===== config.mk =====
export PLATFORM = sky130hd
export DESIGN_NAME = jpeg_baseline_header_checker_unit
export DESIGN_NICKNAME = d
export VERILOG_FILES = /design/src/hdl/jbhc_pkg.sv /design/src/hdl/jbhc_front.sv /design/src/hdl/jbhc_queue.sv /design/src/hdl/jbhc_back.sv /design/src/hdl/jpeg_baseline_header_checker_unit.sv
export SDC_FILE = /design/constraint.sdc
export NUM_CORES = 1
export LEC_CHECK = 0
export ABC_CLOCK_PERIOD_IN_PS = 3950
export BUFFER_PORTS_ARGS = -buffer_cell sky130_fd_sc_hd__buf_2
export CAP_MARGIN = 20
export CORE_MARGIN = 10
export CORE_UTILIZATION = 40
export CTS_CLUSTER_SIZE = 10
export DETAILED_ROUTE_END_ITERATION = 7
export PLACE_DENSITY = 0.58
export SLEW_MARGIN = 5
export SYNTH_ARGS = -nofsm -noshare
export SYNTH_HDL_FRONTEND = slang
export SYNTH_SLANG_ARGS = --single-unit

===== constraint.sdc =====
create_clock -name clk -period 3.95 [get_ports clk]
set_input_delay 0 -clock clk [delete_from_list [all_inputs] [get_ports clk]]
set_output_delay 0 -clock clk [all_outputs]
set_load 0.02 [all_outputs]

===== src/hdl/jbhc_pkg.sv =====
// ----------------------------------------------------------------------------
// jbhc_pkg
// shared types, status codes and marker constants for the jpeg header checker
// ----------------------------------------------------------------------------
package jbhc_pkg;

  // verdict codes
  localparam logic [1:0] ST_OK          = 2'd0;
  localparam logic [1:0] ST_INVALID     = 2'd1;
  localparam logic [1:0] ST_UNSUPPORTED = 2'd2;
  localparam logic [1:0] ST_NONE        = 2'd0;  // no verdict held

  // marker and field constants
  localparam logic [7:0] MK_FILL     = 8'hFF;
  localparam logic [7:0] MK_SOI      = 8'hD8;
  localparam logic [7:0] MK_EOI      = 8'hD9;
  localparam logic [7:0] MK_SOF0     = 8'hC0;
  localparam logic [7:0] MK_SOS      = 8'hDA;
  localparam logic [7:0] MK_RST_LO   = 8'hD0;
  localparam logic [7:0] MK_RST_HI   = 8'hD7;
  localparam logic [7:0] SAMP_LUMA   = 8'h22;
  localparam logic [7:0] SAMP_CHROMA = 8'h11;
  localparam logic [7:0] PRECISION   = 8'd8;
  localparam logic [7:0] NUM_COMP    = 8'd3;
  localparam logic [2:0] ALL_COMP    = 3'h7;
  localparam logic [15:0] SOF0_LEN   = 16'd17;
  localparam logic [15:0] MIN_LEN    = 16'd2;
  localparam logic [15:0] MIN_SOS_LEN = 16'd6;
  localparam logic [2:0] MIN_BYTES   = 3'd4;

  // default depth of the queue between front and back
  localparam int QUEUE_DEPTH = 2;

  typedef struct packed {
    logic [7:0] data_byte;
    logic       last_byte;
  } in_item_t;

  typedef struct packed {
    logic [1:0]  status;
    logic [15:0] frame_width;
    logic [15:0] frame_height;
  } out_item_t;

  // a byte with its precomputed marker class
  typedef struct packed {
    logic [7:0] data_byte;
    logic       last_byte;
    logic       is_fill;
    logic       is_soi;
    logic       is_eoi;
    logic       is_sof0;
    logic       is_sos;
    logic       is_bad;       // 00, 01, rst, soi, eoi
    logic       is_other_sof; // non-baseline frame markers
    logic       is_comp_id;   // value 1 to 3
  } class_t;

endpackage


===== src/hdl/jbhc_front.sv =====
// ----------------------------------------------------------------------------
// jbhc_front
// classifies each incoming byte against the marker codes
// ----------------------------------------------------------------------------
module jbhc_front (
  input  jbhc_pkg::in_item_t item,
  output jbhc_pkg::class_t   cls
);
  import jbhc_pkg::*;

  logic [7:0] b;
  logic       rst_code;
  logic       other_sof;

  assign b = item.data_byte;
  assign rst_code = (b >= MK_RST_LO) && (b <= MK_RST_HI);
  // C1-C3, C5-C7, C9-CB, CD-CF: upper nibble C, nonzero and not a multiple of four
  assign other_sof = (b[7:4] == 4'hC) && (b[1:0] != 2'd0);

  always_comb begin
    cls.data_byte    = b;
    cls.last_byte    = item.last_byte;
    cls.is_fill      = (b == MK_FILL);
    cls.is_soi       = (b == MK_SOI);
    cls.is_eoi       = (b == MK_EOI);
    cls.is_sof0      = (b == MK_SOF0);
    cls.is_sos       = (b == MK_SOS);
    cls.is_bad       = (b == 8'h00) || (b == 8'h01) || (b == MK_SOI) ||
                       (b == MK_EOI) || rst_code;
    cls.is_other_sof = other_sof;
    cls.is_comp_id   = (b >= 8'd1) && (b <= 8'd3);
  end

endmodule


===== src/hdl/jbhc_queue.sv =====
// ----------------------------------------------------------------------------
// jbhc_queue
// short fifo of classified bytes between front and back
// ----------------------------------------------------------------------------
module jbhc_queue #(
  parameter int DEPTH = jbhc_pkg::QUEUE_DEPTH
) (
  input  logic             clk,
  input  logic             rst_n,
  input  logic             push,
  input  jbhc_pkg::class_t push_data,
  output logic             not_full,
  input  logic             pop,
  output logic             not_empty,
  output jbhc_pkg::class_t pop_data
);
  import jbhc_pkg::*;

  localparam int PW = (DEPTH > 1) ? $clog2(DEPTH) : 1;
  localparam int CW = $clog2(DEPTH + 1);
  localparam logic [PW-1:0] LAST_IDX = PW'(DEPTH - 1);
  localparam logic [CW-1:0] FULL_CNT = CW'(DEPTH);

  class_t          slot_r [DEPTH];
  logic [PW-1:0]   wr_ptr_r, wr_ptr_nxt;
  logic [PW-1:0]   rd_ptr_r, rd_ptr_nxt;
  logic [CW-1:0]   count_r, count_nxt;

  assign not_full  = (count_r != FULL_CNT);
  assign not_empty = (count_r != '0);
  assign pop_data  = slot_r[rd_ptr_r];

  always_comb begin
    wr_ptr_nxt = wr_ptr_r;
    rd_ptr_nxt = rd_ptr_r;
    count_nxt  = count_r;
    if (push) begin
      wr_ptr_nxt = (wr_ptr_r == LAST_IDX) ? '0 : wr_ptr_r + 1'b1;
    end
    if (pop) begin
      rd_ptr_nxt = (rd_ptr_r == LAST_IDX) ? '0 : rd_ptr_r + 1'b1;
    end
    if (push && !pop) begin
      count_nxt = count_r + 1'b1;
    end else if (pop && !push) begin
      count_nxt = count_r - 1'b1;
    end
  end

  always_ff @(posedge clk) begin
    if (!rst_n) begin
      wr_ptr_r <= '0;
      rd_ptr_r <= '0;
      count_r  <= '0;
    end else begin
      wr_ptr_r <= wr_ptr_nxt;
      rd_ptr_r <= rd_ptr_nxt;
      count_r  <= count_nxt;
    end
  end

  always_ff @(posedge clk) begin
    if (push) begin
      slot_r[wr_ptr_r] <= push_data;
    end
  end

`ifndef SYNTHESIS
  a_no_overflow: assert property (@(posedge clk) disable iff (!rst_n)
    (count_r == FULL_CNT) |-> !push)
    else $error("queue written while full");
  a_no_underflow: assert property (@(posedge clk) disable iff (!rst_n)
    (count_r == '0) |-> !pop)
    else $error("queue read while empty");
  a_count_range: assert property (@(posedge clk) disable iff (!rst_n)
    count_r <= FULL_CNT)
    else $error("queue count above depth");
`endif

endmodule


===== src/hdl/jbhc_back.sv =====
// ----------------------------------------------------------------------------
// jbhc_back
// marker segment walker and frame header checks, with the result register
// ----------------------------------------------------------------------------
module jbhc_back (
  input  logic                clk,
  input  logic                rst_n,
  input  logic                q_valid,
  input  jbhc_pkg::class_t    q_data,
  output logic                q_pop,
  output logic                out_valid,
  input  logic                out_ready,
  output jbhc_pkg::out_item_t out_data
);
  import jbhc_pkg::*;

  typedef enum logic [2:0] {
    PH_SOI0, PH_SOI1, PH_MARK, PH_FILL, PH_LENH, PH_LENL, PH_BODY, PH_SCAN
  } phase_t;

  phase_t      phase_r, phase_nxt;
  logic [15:0] seg_len_r, seg_len_nxt;
  logic [15:0] seg_pos_r, seg_pos_nxt;
  logic        cur_sof0_r, cur_sof0_nxt;
  logic        cur_sos_r, cur_sos_nxt;
  logic        frame_seen_r, frame_seen_nxt;
  logic [1:0]  held_r, held_nxt;
  logic        decided_r, decided_nxt;
  logic [1:0]  final_r, final_nxt;
  logic [2:0]  mask_r, mask_nxt;
  logic [15:0] width_r, width_nxt;
  logic [15:0] height_r, height_nxt;
  logic        prev_ff_r, prev_ff_nxt;
  logic [2:0]  byte_cnt_r, byte_cnt_nxt;
  logic        luma_r, luma_nxt;
  logic        out_valid_r, out_valid_nxt;
  out_item_t   out_data_r, out_data_nxt;

  logic [7:0]  b;
  logic [15:0] len;
  logic [15:0] pos_inc;
  logic [2:0]  id_bit;
  logic [7:0]  want_samp;
  logic        finish;
  logic [1:0]  status;

  assign b         = q_data.data_byte;
  assign q_pop     = q_valid && (!q_data.last_byte || !out_valid_r || out_ready);
  assign out_valid = out_valid_r;
  assign out_data  = out_data_r;
  assign len       = {seg_len_r[15:8], b};
  assign pos_inc   = seg_pos_r + 16'd1;
  assign want_samp = luma_r ? SAMP_LUMA : SAMP_CHROMA;

  always_comb begin
    unique case (b[1:0])
      2'd1:    id_bit = 3'b001;
      2'd2:    id_bit = 3'b010;
      default: id_bit = 3'b100;
    endcase
  end

  always_comb begin
    phase_nxt      = phase_r;
    seg_len_nxt    = seg_len_r;
    seg_pos_nxt    = seg_pos_r;
    cur_sof0_nxt   = cur_sof0_r;
    cur_sos_nxt    = cur_sos_r;
    frame_seen_nxt = frame_seen_r;
    held_nxt       = held_r;
    decided_nxt    = decided_r;
    final_nxt      = final_r;
    mask_nxt       = mask_r;
    width_nxt      = width_r;
    height_nxt     = height_r;
    prev_ff_nxt    = prev_ff_r;
    byte_cnt_nxt   = byte_cnt_r;
    luma_nxt       = luma_r;
    out_valid_nxt  = out_valid_r && !out_ready;
    out_data_nxt   = out_data_r;
    finish         = 1'b0;
    status         = ST_INVALID;

    if (q_pop) begin
      if (!decided_r) begin
        unique case (phase_r)
          PH_SOI0: begin
            if (!q_data.is_fill) begin
              decided_nxt = 1'b1;
              final_nxt   = ST_INVALID;
            end else begin
              phase_nxt = PH_SOI1;
            end
          end
          PH_SOI1: begin
            if (!q_data.is_soi) begin
              decided_nxt = 1'b1;
              final_nxt   = ST_INVALID;
            end else begin
              phase_nxt = PH_MARK;
            end
          end
          PH_MARK: begin
            if (!q_data.is_fill) begin
              decided_nxt = 1'b1;
              final_nxt   = ST_INVALID;
            end else begin
              phase_nxt = PH_FILL;
            end
          end
          PH_FILL: begin
            // fill bytes keep waiting for the marker code
            if (q_data.is_fill) begin
              phase_nxt = PH_FILL;
            end else if (q_data.is_bad) begin
              decided_nxt = 1'b1;
              final_nxt   = ST_INVALID;
            end else if (q_data.is_other_sof) begin
              decided_nxt = 1'b1;
              final_nxt   = ST_UNSUPPORTED;
            end else begin
              cur_sof0_nxt = q_data.is_sof0;
              cur_sos_nxt  = q_data.is_sos;
              held_nxt     = ST_NONE;
              seg_pos_nxt  = '0;
              phase_nxt    = PH_LENH;
            end
          end
          PH_LENH: begin
            seg_len_nxt = {b, 8'h00};
            phase_nxt   = PH_LENL;
          end
          PH_LENL: begin
            seg_len_nxt = len;
            if (len < MIN_LEN) begin
              decided_nxt = 1'b1;
              final_nxt   = ST_INVALID;
            end else begin
              mask_nxt = '0;
              luma_nxt = 1'b0;
              if (cur_sof0_r) begin
                if (frame_seen_r) begin
                  held_nxt = ST_INVALID;
                end else if (len != SOF0_LEN) begin
                  held_nxt = ST_UNSUPPORTED;
                end
              end else if (cur_sos_r) begin
                if (!frame_seen_r || len < MIN_SOS_LEN) begin
                  held_nxt = ST_INVALID;
                end
              end
              seg_pos_nxt = MIN_LEN;
              if (len == MIN_LEN) begin
                finish = 1'b1;
              end else begin
                phase_nxt = PH_BODY;
              end
            end
          end
          PH_BODY: begin
            if (cur_sof0_r && held_r == ST_NONE) begin
              priority case (seg_pos_r)
                16'd2: if (b != PRECISION) held_nxt = ST_UNSUPPORTED;
                16'd3: height_nxt = {b, 8'h00};
                16'd4: height_nxt = {height_r[15:8], b};
                16'd5: width_nxt = {b, 8'h00};
                16'd6: width_nxt = {width_r[15:8], b};
                16'd7: if (b != NUM_COMP) held_nxt = ST_UNSUPPORTED;
                16'd8, 16'd11, 16'd14: begin
                  // component id: 1 to 3, each once
                  if (!q_data.is_comp_id || (mask_r & id_bit) != 3'b000) begin
                    held_nxt = ST_UNSUPPORTED;
                  end else begin
                    mask_nxt = mask_r | id_bit;
                    luma_nxt = (b == 8'd1);
                  end
                end
                16'd9, 16'd12, 16'd15: begin
                  if (b != want_samp) held_nxt = ST_UNSUPPORTED;
                end
                default: held_nxt = held_r;
              endcase
            end
            seg_pos_nxt = pos_inc;
            if (pos_inc >= seg_len_r) begin
              finish = 1'b1;
            end
          end
          PH_SCAN: begin
            if (prev_ff_r && q_data.is_eoi) begin
              decided_nxt = 1'b1;
              final_nxt   = ST_OK;
            end
            prev_ff_nxt = q_data.is_fill;
          end
          default: begin
            decided_nxt = 1'b1;
            final_nxt   = ST_INVALID;
          end
        endcase

        // segment end: held verdict or sof0 checks decide, else accepted
        if (finish) begin
          if (held_nxt != ST_NONE) begin
            decided_nxt = 1'b1;
            final_nxt   = held_nxt;
          end else if (cur_sof0_r) begin
            if (mask_nxt != ALL_COMP) begin
              decided_nxt = 1'b1;
              final_nxt   = ST_UNSUPPORTED;
            end else if (width_nxt == '0 || height_nxt == '0) begin
              decided_nxt = 1'b1;
              final_nxt   = ST_INVALID;
            end else begin
              frame_seen_nxt = 1'b1;
              phase_nxt      = PH_MARK;
            end
          end else if (cur_sos_r) begin
            prev_ff_nxt = 1'b0;
            phase_nxt   = PH_SCAN;
          end else begin
            phase_nxt = PH_MARK;
          end
        end
      end

      if (byte_cnt_r < MIN_BYTES) begin
        byte_cnt_nxt = byte_cnt_r + 3'd1;
      end

      if (q_data.last_byte) begin
        status = decided_nxt ? final_nxt : ST_INVALID;
        if (byte_cnt_nxt < MIN_BYTES) begin
          status = ST_INVALID;
        end
        out_valid_nxt             = 1'b1;
        out_data_nxt.status       = status;
        out_data_nxt.frame_width  = (status == ST_OK) ? width_nxt : '0;
        out_data_nxt.frame_height = (status == ST_OK) ? height_nxt : '0;
        // next byte starts a new file
        phase_nxt      = PH_SOI0;
        seg_len_nxt    = '0;
        seg_pos_nxt    = '0;
        cur_sof0_nxt   = 1'b0;
        cur_sos_nxt    = 1'b0;
        frame_seen_nxt = 1'b0;
        held_nxt       = ST_NONE;
        decided_nxt    = 1'b0;
        final_nxt      = ST_OK;
        mask_nxt       = '0;
        width_nxt      = '0;
        height_nxt     = '0;
        prev_ff_nxt    = 1'b0;
        byte_cnt_nxt   = '0;
        luma_nxt       = 1'b0;
      end
    end
  end

  always_ff @(posedge clk) begin
    if (!rst_n) begin
      phase_r      <= PH_SOI0;
      seg_len_r    <= '0;
      seg_pos_r    <= '0;
      cur_sof0_r   <= 1'b0;
      cur_sos_r    <= 1'b0;
      frame_seen_r <= 1'b0;
      held_r       <= ST_NONE;
      decided_r    <= 1'b0;
      final_r      <= ST_OK;
      mask_r       <= '0;
      width_r      <= '0;
      height_r     <= '0;
      prev_ff_r    <= 1'b0;
      byte_cnt_r   <= '0;
      luma_r       <= 1'b0;
      out_valid_r  <= 1'b0;
    end else begin
      phase_r      <= phase_nxt;
      seg_len_r    <= seg_len_nxt;
      seg_pos_r    <= seg_pos_nxt;
      cur_sof0_r   <= cur_sof0_nxt;
      cur_sos_r    <= cur_sos_nxt;
      frame_seen_r <= frame_seen_nxt;
      held_r       <= held_nxt;
      decided_r    <= decided_nxt;
      final_r      <= final_nxt;
      mask_r       <= mask_nxt;
      width_r      <= width_nxt;
      height_r     <= height_nxt;
      prev_ff_r    <= prev_ff_nxt;
      byte_cnt_r   <= byte_cnt_nxt;
      luma_r       <= luma_nxt;
      out_valid_r  <= out_valid_nxt;
    end
  end

  always_ff @(posedge clk) begin
    out_data_r <= out_data_nxt;
  end

`ifndef SYNTHESIS
  a_last_restarts: assert property (@(posedge clk) disable iff (!rst_n)
    (q_pop && q_data.last_byte) |=>
      (out_valid_r && !decided_r && phase_r == PH_SOI0 && byte_cnt_r == '0))
    else $error("last byte did not produce a result and restart");
  a_frame_size_nonzero: assert property (@(posedge clk) disable iff (!rst_n)
    frame_seen_r |-> (width_r != '0 && height_r != '0))
    else $error("frame header accepted with zero size");
  a_body_in_range: assert property (@(posedge clk) disable iff (!rst_n)
    (phase_r == PH_BODY && !decided_r) |-> (seg_pos_r < seg_len_r))
    else $error("segment position past segment length");
  a_status_code: assert property (@(posedge clk) disable iff (!rst_n)
    out_valid_r |-> (out_data_r.status != 2'd3))
    else $error("reserved status code on result");
`endif

endmodule


===== src/hdl/jpeg_baseline_header_checker_unit.sv =====
// an accepted last byte is queued; once the back pops it, its verdict is registered
// throughput: one byte per cycle, set by the one-byte-per-cycle segment walker in the back
// a waiting verdict stalls only the next last byte; the two-entry queue then fills and
//   in_ready drops until out_ready frees the result register
// reset: rst_n low at a rising edge (synchronous) empties the queue, drops out_valid
//   and returns the parser to the start-of-image check; no clearing pass is needed
// ----------------------------------------------------------------------------
// jpeg_baseline_header_checker_unit
// byte-stream checker for baseline jpeg headers: one verdict per file
// ----------------------------------------------------------------------------
module jpeg_baseline_header_checker_unit #(
  parameter int QUEUE_DEPTH = jbhc_pkg::QUEUE_DEPTH
) (
  input  logic                clk,
  input  logic                rst_n,
  // byte input channel
  input  logic                in_valid,
  output logic                in_ready,
  input  jbhc_pkg::in_item_t  in_data,
  // verdict channel
  output logic                out_valid,
  input  logic                out_ready,
  output jbhc_pkg::out_item_t out_data
);
  import jbhc_pkg::*;

  class_t front_cls;   // classified input byte
  class_t q_head;      // oldest queued byte
  logic   q_not_full;
  logic   q_not_empty;
  logic   q_pop;
  logic   in_xfer;     // input transfer this cycle

  // front: marker classification, no state
  jbhc_front u_front (
    .item (in_data),
    .cls  (front_cls)
  );

  assign in_ready = q_not_full;
  assign in_xfer  = in_valid && in_ready;

  // queue decouples input acceptance from the parser and result stall
  jbhc_queue #(
    .DEPTH (QUEUE_DEPTH)
  ) u_queue (
    .clk       (clk),
    .rst_n     (rst_n),
    .push      (in_xfer),
    .push_data (front_cls),
    .not_full  (q_not_full),
    .pop       (q_pop),
    .not_empty (q_not_empty),
    .pop_data  (q_head)
  );

  // back: segment walker; holds a last byte only while the result register is busy
  jbhc_back u_back (
    .clk       (clk),
    .rst_n     (rst_n),
    .q_valid   (q_not_empty),
    .q_data    (q_head),
    .q_pop     (q_pop),
    .out_valid (out_valid),
    .out_ready (out_ready),
    .out_data  (out_data)
  );

`ifndef SYNTHESIS
  a_ready_tracks_queue: assert property (@(posedge clk) disable iff (!rst_n)
    (!in_ready) |-> q_not_empty)
    else $error("input stalled with an empty queue");
  a_result_needs_pop: assert property (@(posedge clk) disable iff (!rst_n)
    ($rose(out_valid)) |-> $past(q_pop))
    else $error("result appeared without a byte being processed");
  a_drain: assert property (@(posedge clk) disable iff (!rst_n)
    (q_not_empty && !out_valid) |-> q_pop)
    else $error("back stalled with a free result register");
`endif

endmodule

* Word-level counts from Yosys, hierarchy flattened
Memory sizes are Yosys's and may differ from the RTL's. A register that Yosys moved wholly into a read port is not among the register bits.
Index checks and enable logic that the tools add are counted.
** Cells by class
- Add/sub/neg operators :: 6
- Magnitude comparators :: 9
- Eq/ne operators :: 51
- Mux-type cells :: 159
- Bitwise logic cells :: 2
- Reductions and logical operators :: 55
** Operator list (number)
- two-way mux 16 bit :: 20
- equality test 16 x 4 -> 1 bit (second input constant) :: 6
- one-hot mux 16 bit (2 select lines) :: 3
- two-way mux 3 bit :: 27
- two-way mux 2 bit :: 38
- equality test 16 x 3 -> 1 bit (second input constant) :: 4
- two-way mux 1 bit :: 60
- equality test 16 x 2 -> 1 bit (second input constant) :: 3
- one-hot mux 16 bit (3 select lines) :: 1
- equality test 8 bit (second input constant) :: 5
- zero test 16 bit :: 2
- AND reduction 7 bit :: 3
- != test 3 x 2 -> 1 bit (second input constant) :: 6
- one-hot mux 3 bit (6 select lines) :: 1
- adder 16 x 1 -> 16 bit (second input constant) :: 1
- equality test 8 x 1 -> 1 bit (second input constant) :: 2
- >= comparator 16 bit :: 1
- < comparator 16 x 2 -> 1 bit (second input constant) :: 1
- < comparator 16 x 3 -> 1 bit (second input constant) :: 1
- != test 16 x 5 -> 1 bit (second input constant) :: 1
- != test 2 x 1 -> 1 bit (second input constant) :: 8
- nonzero test 2 bit :: 8
- equality test 3 bit (second input constant) :: 4
- one-hot mux 3 bit (2 select lines) :: 2
- other kinds (42) :: 74
** Storage, ports and cells
- Bits in registers :: 122
- Bits in writable memories :: 34
- Input port bits :: 13
- Output and inout bits :: 36
- Memories :: 1
** Memory list
- u_queue.slot_r :: words 2, bits a word 17, read ports 1, clocked after Yosys merged registers in 1, wr ports 1, line jbhc_queue.sv:24 : class_t slot_r [DEPTH];

* Depth between registers and ports, before layout
- Depth after elaboration :: 23
- Depth in mapped cells :: 20
- Gate-level depth less buffers :: 18

* By module
Synthesis repeated with hierarchy kept, for this count alone.
** Second synthesis, totals
- Cell total of the unflattened synthesis :: 945
- Area, all modules :: 8765.9 um^2
** By module, submodules not included
- jbhc_back :: times used 1, cells each 837, area each 7105.6 um^2
- jbhc_queue :: times used 1, cells each 75, area each 1447.6 um^2
- jbhc_front :: times used 1, cells each 32, area each 206.4 um^2
- jpeg_baseline_header_checker_unit :: times used 1, cells each 1, area each 6.3 um^2

* Worst setup path before layout
No wires, ideal clock.
- Kind :: reg2reg
- Start :: reg u_back.seg_pos_r[0]
- End :: reg u_back.out_data_r, in the netlist u_back.out_data[16] (data pin)
- Library setup time :: 0.260 ns
- Arrival time :: 4.125 ns
- Data required time :: 3.690 ns
- Slack :: -0.435 ns
- Stages on the path, launching flop included :: 20
- Path buffers :: 2
- Period minus slack after synthesis :: 4.385 ns
- Path through :: dfxtp_1 -> ha_1 -> clkbuf_1 -> nand2_1 -> nor2b_1 -> and3_1 -> and3_1 -> and3_1 -> nand3_1 -> xnor2_1 -> ha_1 -> nand4_1 -> or4_1 -> a21oi_1 -> a211oi_1 -> nor2_1 -> a221oi_1 -> a211o_1 -> clkbuf_1 -> nor3b_2
** Between the ends
- Longest elaborated chain between the ends :: 20
** RTL lines
- start, declared :: line jbhc_back.sv:23 : logic [15:0] seg_pos_r, seg_pos_nxt;
- start signal, assigned :: line jbhc_back.sv:281 : seg_pos_r <= seg_pos_nxt;
- branches (longest 20 deep; another with adder 16 x 1 -> 16 bit)
- end signal, assigned :: line jbhc_back.sv:299 : out_data_r <= out_data_nxt;
- end, declared :: line jbhc_back.sv:37 : out_item_t out_data_r, out_data_nxt;
Several ways; the timed one is not identified. The select of a mux whose other input is x is not followed.
A chain may end at the register's enable or synchronous reset.

* Worst setup path after layout
- Start :: reg u_back.seg_pos_r[1]
- End :: reg u_back.out_data_r, in the netlist u_back.out_data[31] (data pin)
The elaborated chain is that of the path after synthesis.

==> summary.md <==
| Metric | Value |
|---|---|
| Data required, critical path | `4.12 ns` |
| Post-synth EDFFs | `68` |
| Post-synthesis cell type count | `76` |
| Core footprint | `21890 µm²` |
| Adder-cell share of the synthesized area | `between 3 and 4%` |
| Cells after DPL | `around 1300` |
| Largest family of logic cells by synthesized area | `simple AND/OR/NAND/NOR gates` |
| Commonest cells in the netlist | `dfxtp_1, nor2_1, edfxtp_1` |
| PortBufs | `between 40 and 50` |
| PnR worst setup slack | `-0.01780 ns` |
| Status | `finished with violations` |
| Final std cells w/o fill | `1356` |
| Final period utilization | `100.5%` |
| CTS tree | `done` |
| First-pass GRT wire length | `41700 µm` |
| Routed Wire Length | `27500 µm` |
| F_max | `252.0 MHz` |
| Routed WL per cell | `20.28 µm` |
| Rows | `54` |
| FF-to-FF path depth | `19` |
| Tot GR Track Use | `18.17%` |
| Worst reg2reg path endpoint | `u_back.out_data[31]` |
| Leakage | `a little under 4 nW` |
| Vias | `7811` |
| Final Max Slew Viols | `0` |
| Total gr overflow | `0` |
| HPWL after detailed placement | `19030 µm` |
| Hold slack final | `0.01968 ns` |
| Synthesized area | `8915 µm²` |
| FF-to-FF Start | `u_back.seg_pos_r[1]` |
| Detailed Route Iter0 Violations | `just under 800` |
| Area added between synthesis and finish | `22.78%` |
| Antenna violations before repair | `0` |
| Peak supply drop | `0.3210 mV` |
| Pin count of the biggest net entering global routing | `53` |
| Number of setup violations in the final report | `22` |
| DR pass1 iterations | `6` |
| Slew @ Worst Pin | `0.8713 ns` |
| Largest cells by area after synthesis | `edfxtp_1, dfxtp_1, nor2b_1, nor3b_2, a22oi_1` |
| Total chip power | `roughly 0.0056 W` |
| Syn Area/Cell | `9.345 µm²` |
| Yosys top cell area share | `22.91%` |
| RSZ-0062 raised after global routing | `yes` |
| Cell accounting for the most synthesized area | `edfxtp_1` |
| Layout Nets | `1102` |
| Failing checks | `negative setup slack` |
| Layout Utilization | `50.00%` |
| Worst hold path class | `input port to register` |
| Sequential share of the synthesized area | `42.89%` |
| CP Launch Type | `register` |
| Antenna Nets Post-Route | `0` |
| Clk sinks | `157` |
| Via/cell ratio | `5.760` |
| FF-to-FF setup slack | `-0.02 ns` |
| Syn Inst Count | `954` |
| Synth Flop Type | `dfxtp_1` |
| Synth async-reset ratio | `0%` |
| Pwr/cell area | `508.4 nW/µm²` |
| Clk Latency, worst-skew pair | `0.43 ns` |
| Width of the die | `around 170 µm` |
| Clock skew | `0.01231 ns` |
| Crit path time final | `3.968 ns` |
| Total CTS buffers | `17` |
| Critical path fanouts, max | `12` |
| Syn nets | `993` |
| Critical path type | `register to register` |
| Worst Hold Endpoint | `u_back.out_valid` |
| Root buffer cell | `clkbuf_16` |
| Max-Slew Margin vs Limit | `about two fifths` |
| Die Ht | `169.3 µm` |
| Simple-gate share of the synthesized area | `26.95%` |
| Arrival time worst endpoint | `between 4 and 5 ns` |
| DRC Markers | `0` |
| Final Hold Violating Endpoints | `0` |
| Vias in the first global route | `7332` |
| H-tree Lvls | `4` |
| GP Congestion | `just under 1` |
| Die area | `28660 µm²` |
| Antenna cells | `0` |
| Yosys reg bits | `157` |
| Worst-path clk slew | `approximately 0.07 ns` |
| Multiplexer share of the synthesized area | `3.144%` |
| Worst Hold Depth | `4` |
| Number of max-cap violations | `0` |
| Initial core utilization | `40.72%` |
| Clock Path Buffers | `2` |
| Yosys warnings | `0` |
| Post-synthesis xor/xnor area fraction | `under 10%` |
| Fraction of final layout cells sized beyond drive strength 1 | `a little under a quarter` |
| CP Capture Type | `register` |
| Synth Area in Compound Gates | `17.61%` |
| IO Count | `49` |
| Hold wc startpoint | `out_ready` |
[report_power, final]
group	total, W	internal (W)	switching [W]
Combinational	0.00194	0.000660	0.00128
Sequential	0.00201	0.00191	0.000104
Clock	0.00162	0.000884	0.000733
Total	0.00557	0.00345	0.00211
[cells by family after synthesis]
family          Yosys count
xor+xnor                 18
simple gates            411
buf+inv                  82
compound gates          234
flops                   157
mux                      26
fa+ha+maj                26
[layer usage]
layer  share of wire (%)  wire length [µm]  track usage, %
met1                  45             12490           24.75
met4                 2.1               585           5.478
met5                   0                 0               0
met3                 6.4              1763           4.400
met2                  46             12670           27.92
[final cells by class]
type	instances	area (µm²)
inverters	39	146.4
multi-input cells	715	5009
repair buffers	133	1046
flip-flops and latches	157	3832
clock inverters	13	128.9
clock buffers	19	432.9
fillers	2043	10950
well taps	280	350.3
[worst max path at each step]
stage                             start                  end  slack [ns]  cells past startpoint
finish              u_back.seg_pos_r[1]  u_back.out_data[31]       -0.02                     19
global route        u_back.seg_pos_r[2]  u_back.out_data[22]       -0.17                     17
CTS                 u_back.seg_pos_r[0]   u_back.out_data[9]       0.003                     18
detailed placement  u_back.seg_pos_r[0]   u_back.out_data[9]       0.001                     16
global placement    u_back.seg_pos_r[0]   u_back.out_data[9]        0.08                     16
floorplan           u_back.seg_pos_r[0]  u_back.out_data[16]        0.04                     19
[critical path: stages, from the launching register on]
cell      delay, ns
dfxtp_2        0.38
ha_4           0.16
nand2_4        0.06
nor2b_4        0.11
and3_4         0.19
and3_4         0.18
and3_4         0.20
nand3_4        0.10
xnor2_4        0.18
ha_4           0.28
nand4_1        0.09
or4_4          0.45
a21oi_4        0.20
buf_6          0.12
a211o_1        0.13
o211ai_1       0.13
a32oi_2        0.28
a211o_4        0.25
buf_12         0.18
nor3b_2        0.05
[timing repair]
item,in CTS,in global routing
setup buffers,5,9
endpoints found under the setup margin,3,40
pin swaps,4,21
resized for setup,8,42
hold endpoints to repair,29,0
hold buffers,10,0
gates cloned,1,6
[sequential cells by signal (all words and copies together), names as in the netlist, 2 cells and up, named ones only]
signal,flops
u_back.width_r,16
u_back.seg_pos_r,16
u_back.held_r,2
u_back.height_r,16
u_back.byte_cnt_r,3
u_back.out_data,34
u_back.final_r,2
u_queue.slot_r,34
u_back.phase_r,3
u_back.mask_r,3
u_queue.count_r,2
u_back.seg_len_r,16
[layout by cell type (no fill, tap or decap), drive strengths merged, types with 16 or more instances in the layout]
| cell type | instances |
|---|---|
| inv | 47 |
| a21boi | 16 |
| nand2 | 59 |
| nand3 | 32 |
| and2 | 18 |
| nor3 | 30 |
| edfxtp | 68 |
| nor3b | 38 |
| nor4 | 20 |
| a22oi | 47 |
| a21oi | 61 |
| nor2b | 63 |
| clkbuf | 23 |
| nor2 | 89 |
| o21ai | 45 |
| ha | 26 |
| dfxtp | 89 |
| buf | 119 |
[stage by stage]
stage	setup TNS, ns	worst slack [ns]	cell area [µm²]
detailed placement	0	0.001327	9778
CTS	0	0.002849	10550
global route	-5.222	-0.1715	10950
floorplan	0	0.04142	8962
finish	-0.1593	-0.01780	10950
global placement	0	0.08442	9778
Note: power is estimated with default switching activity, not from simulation.
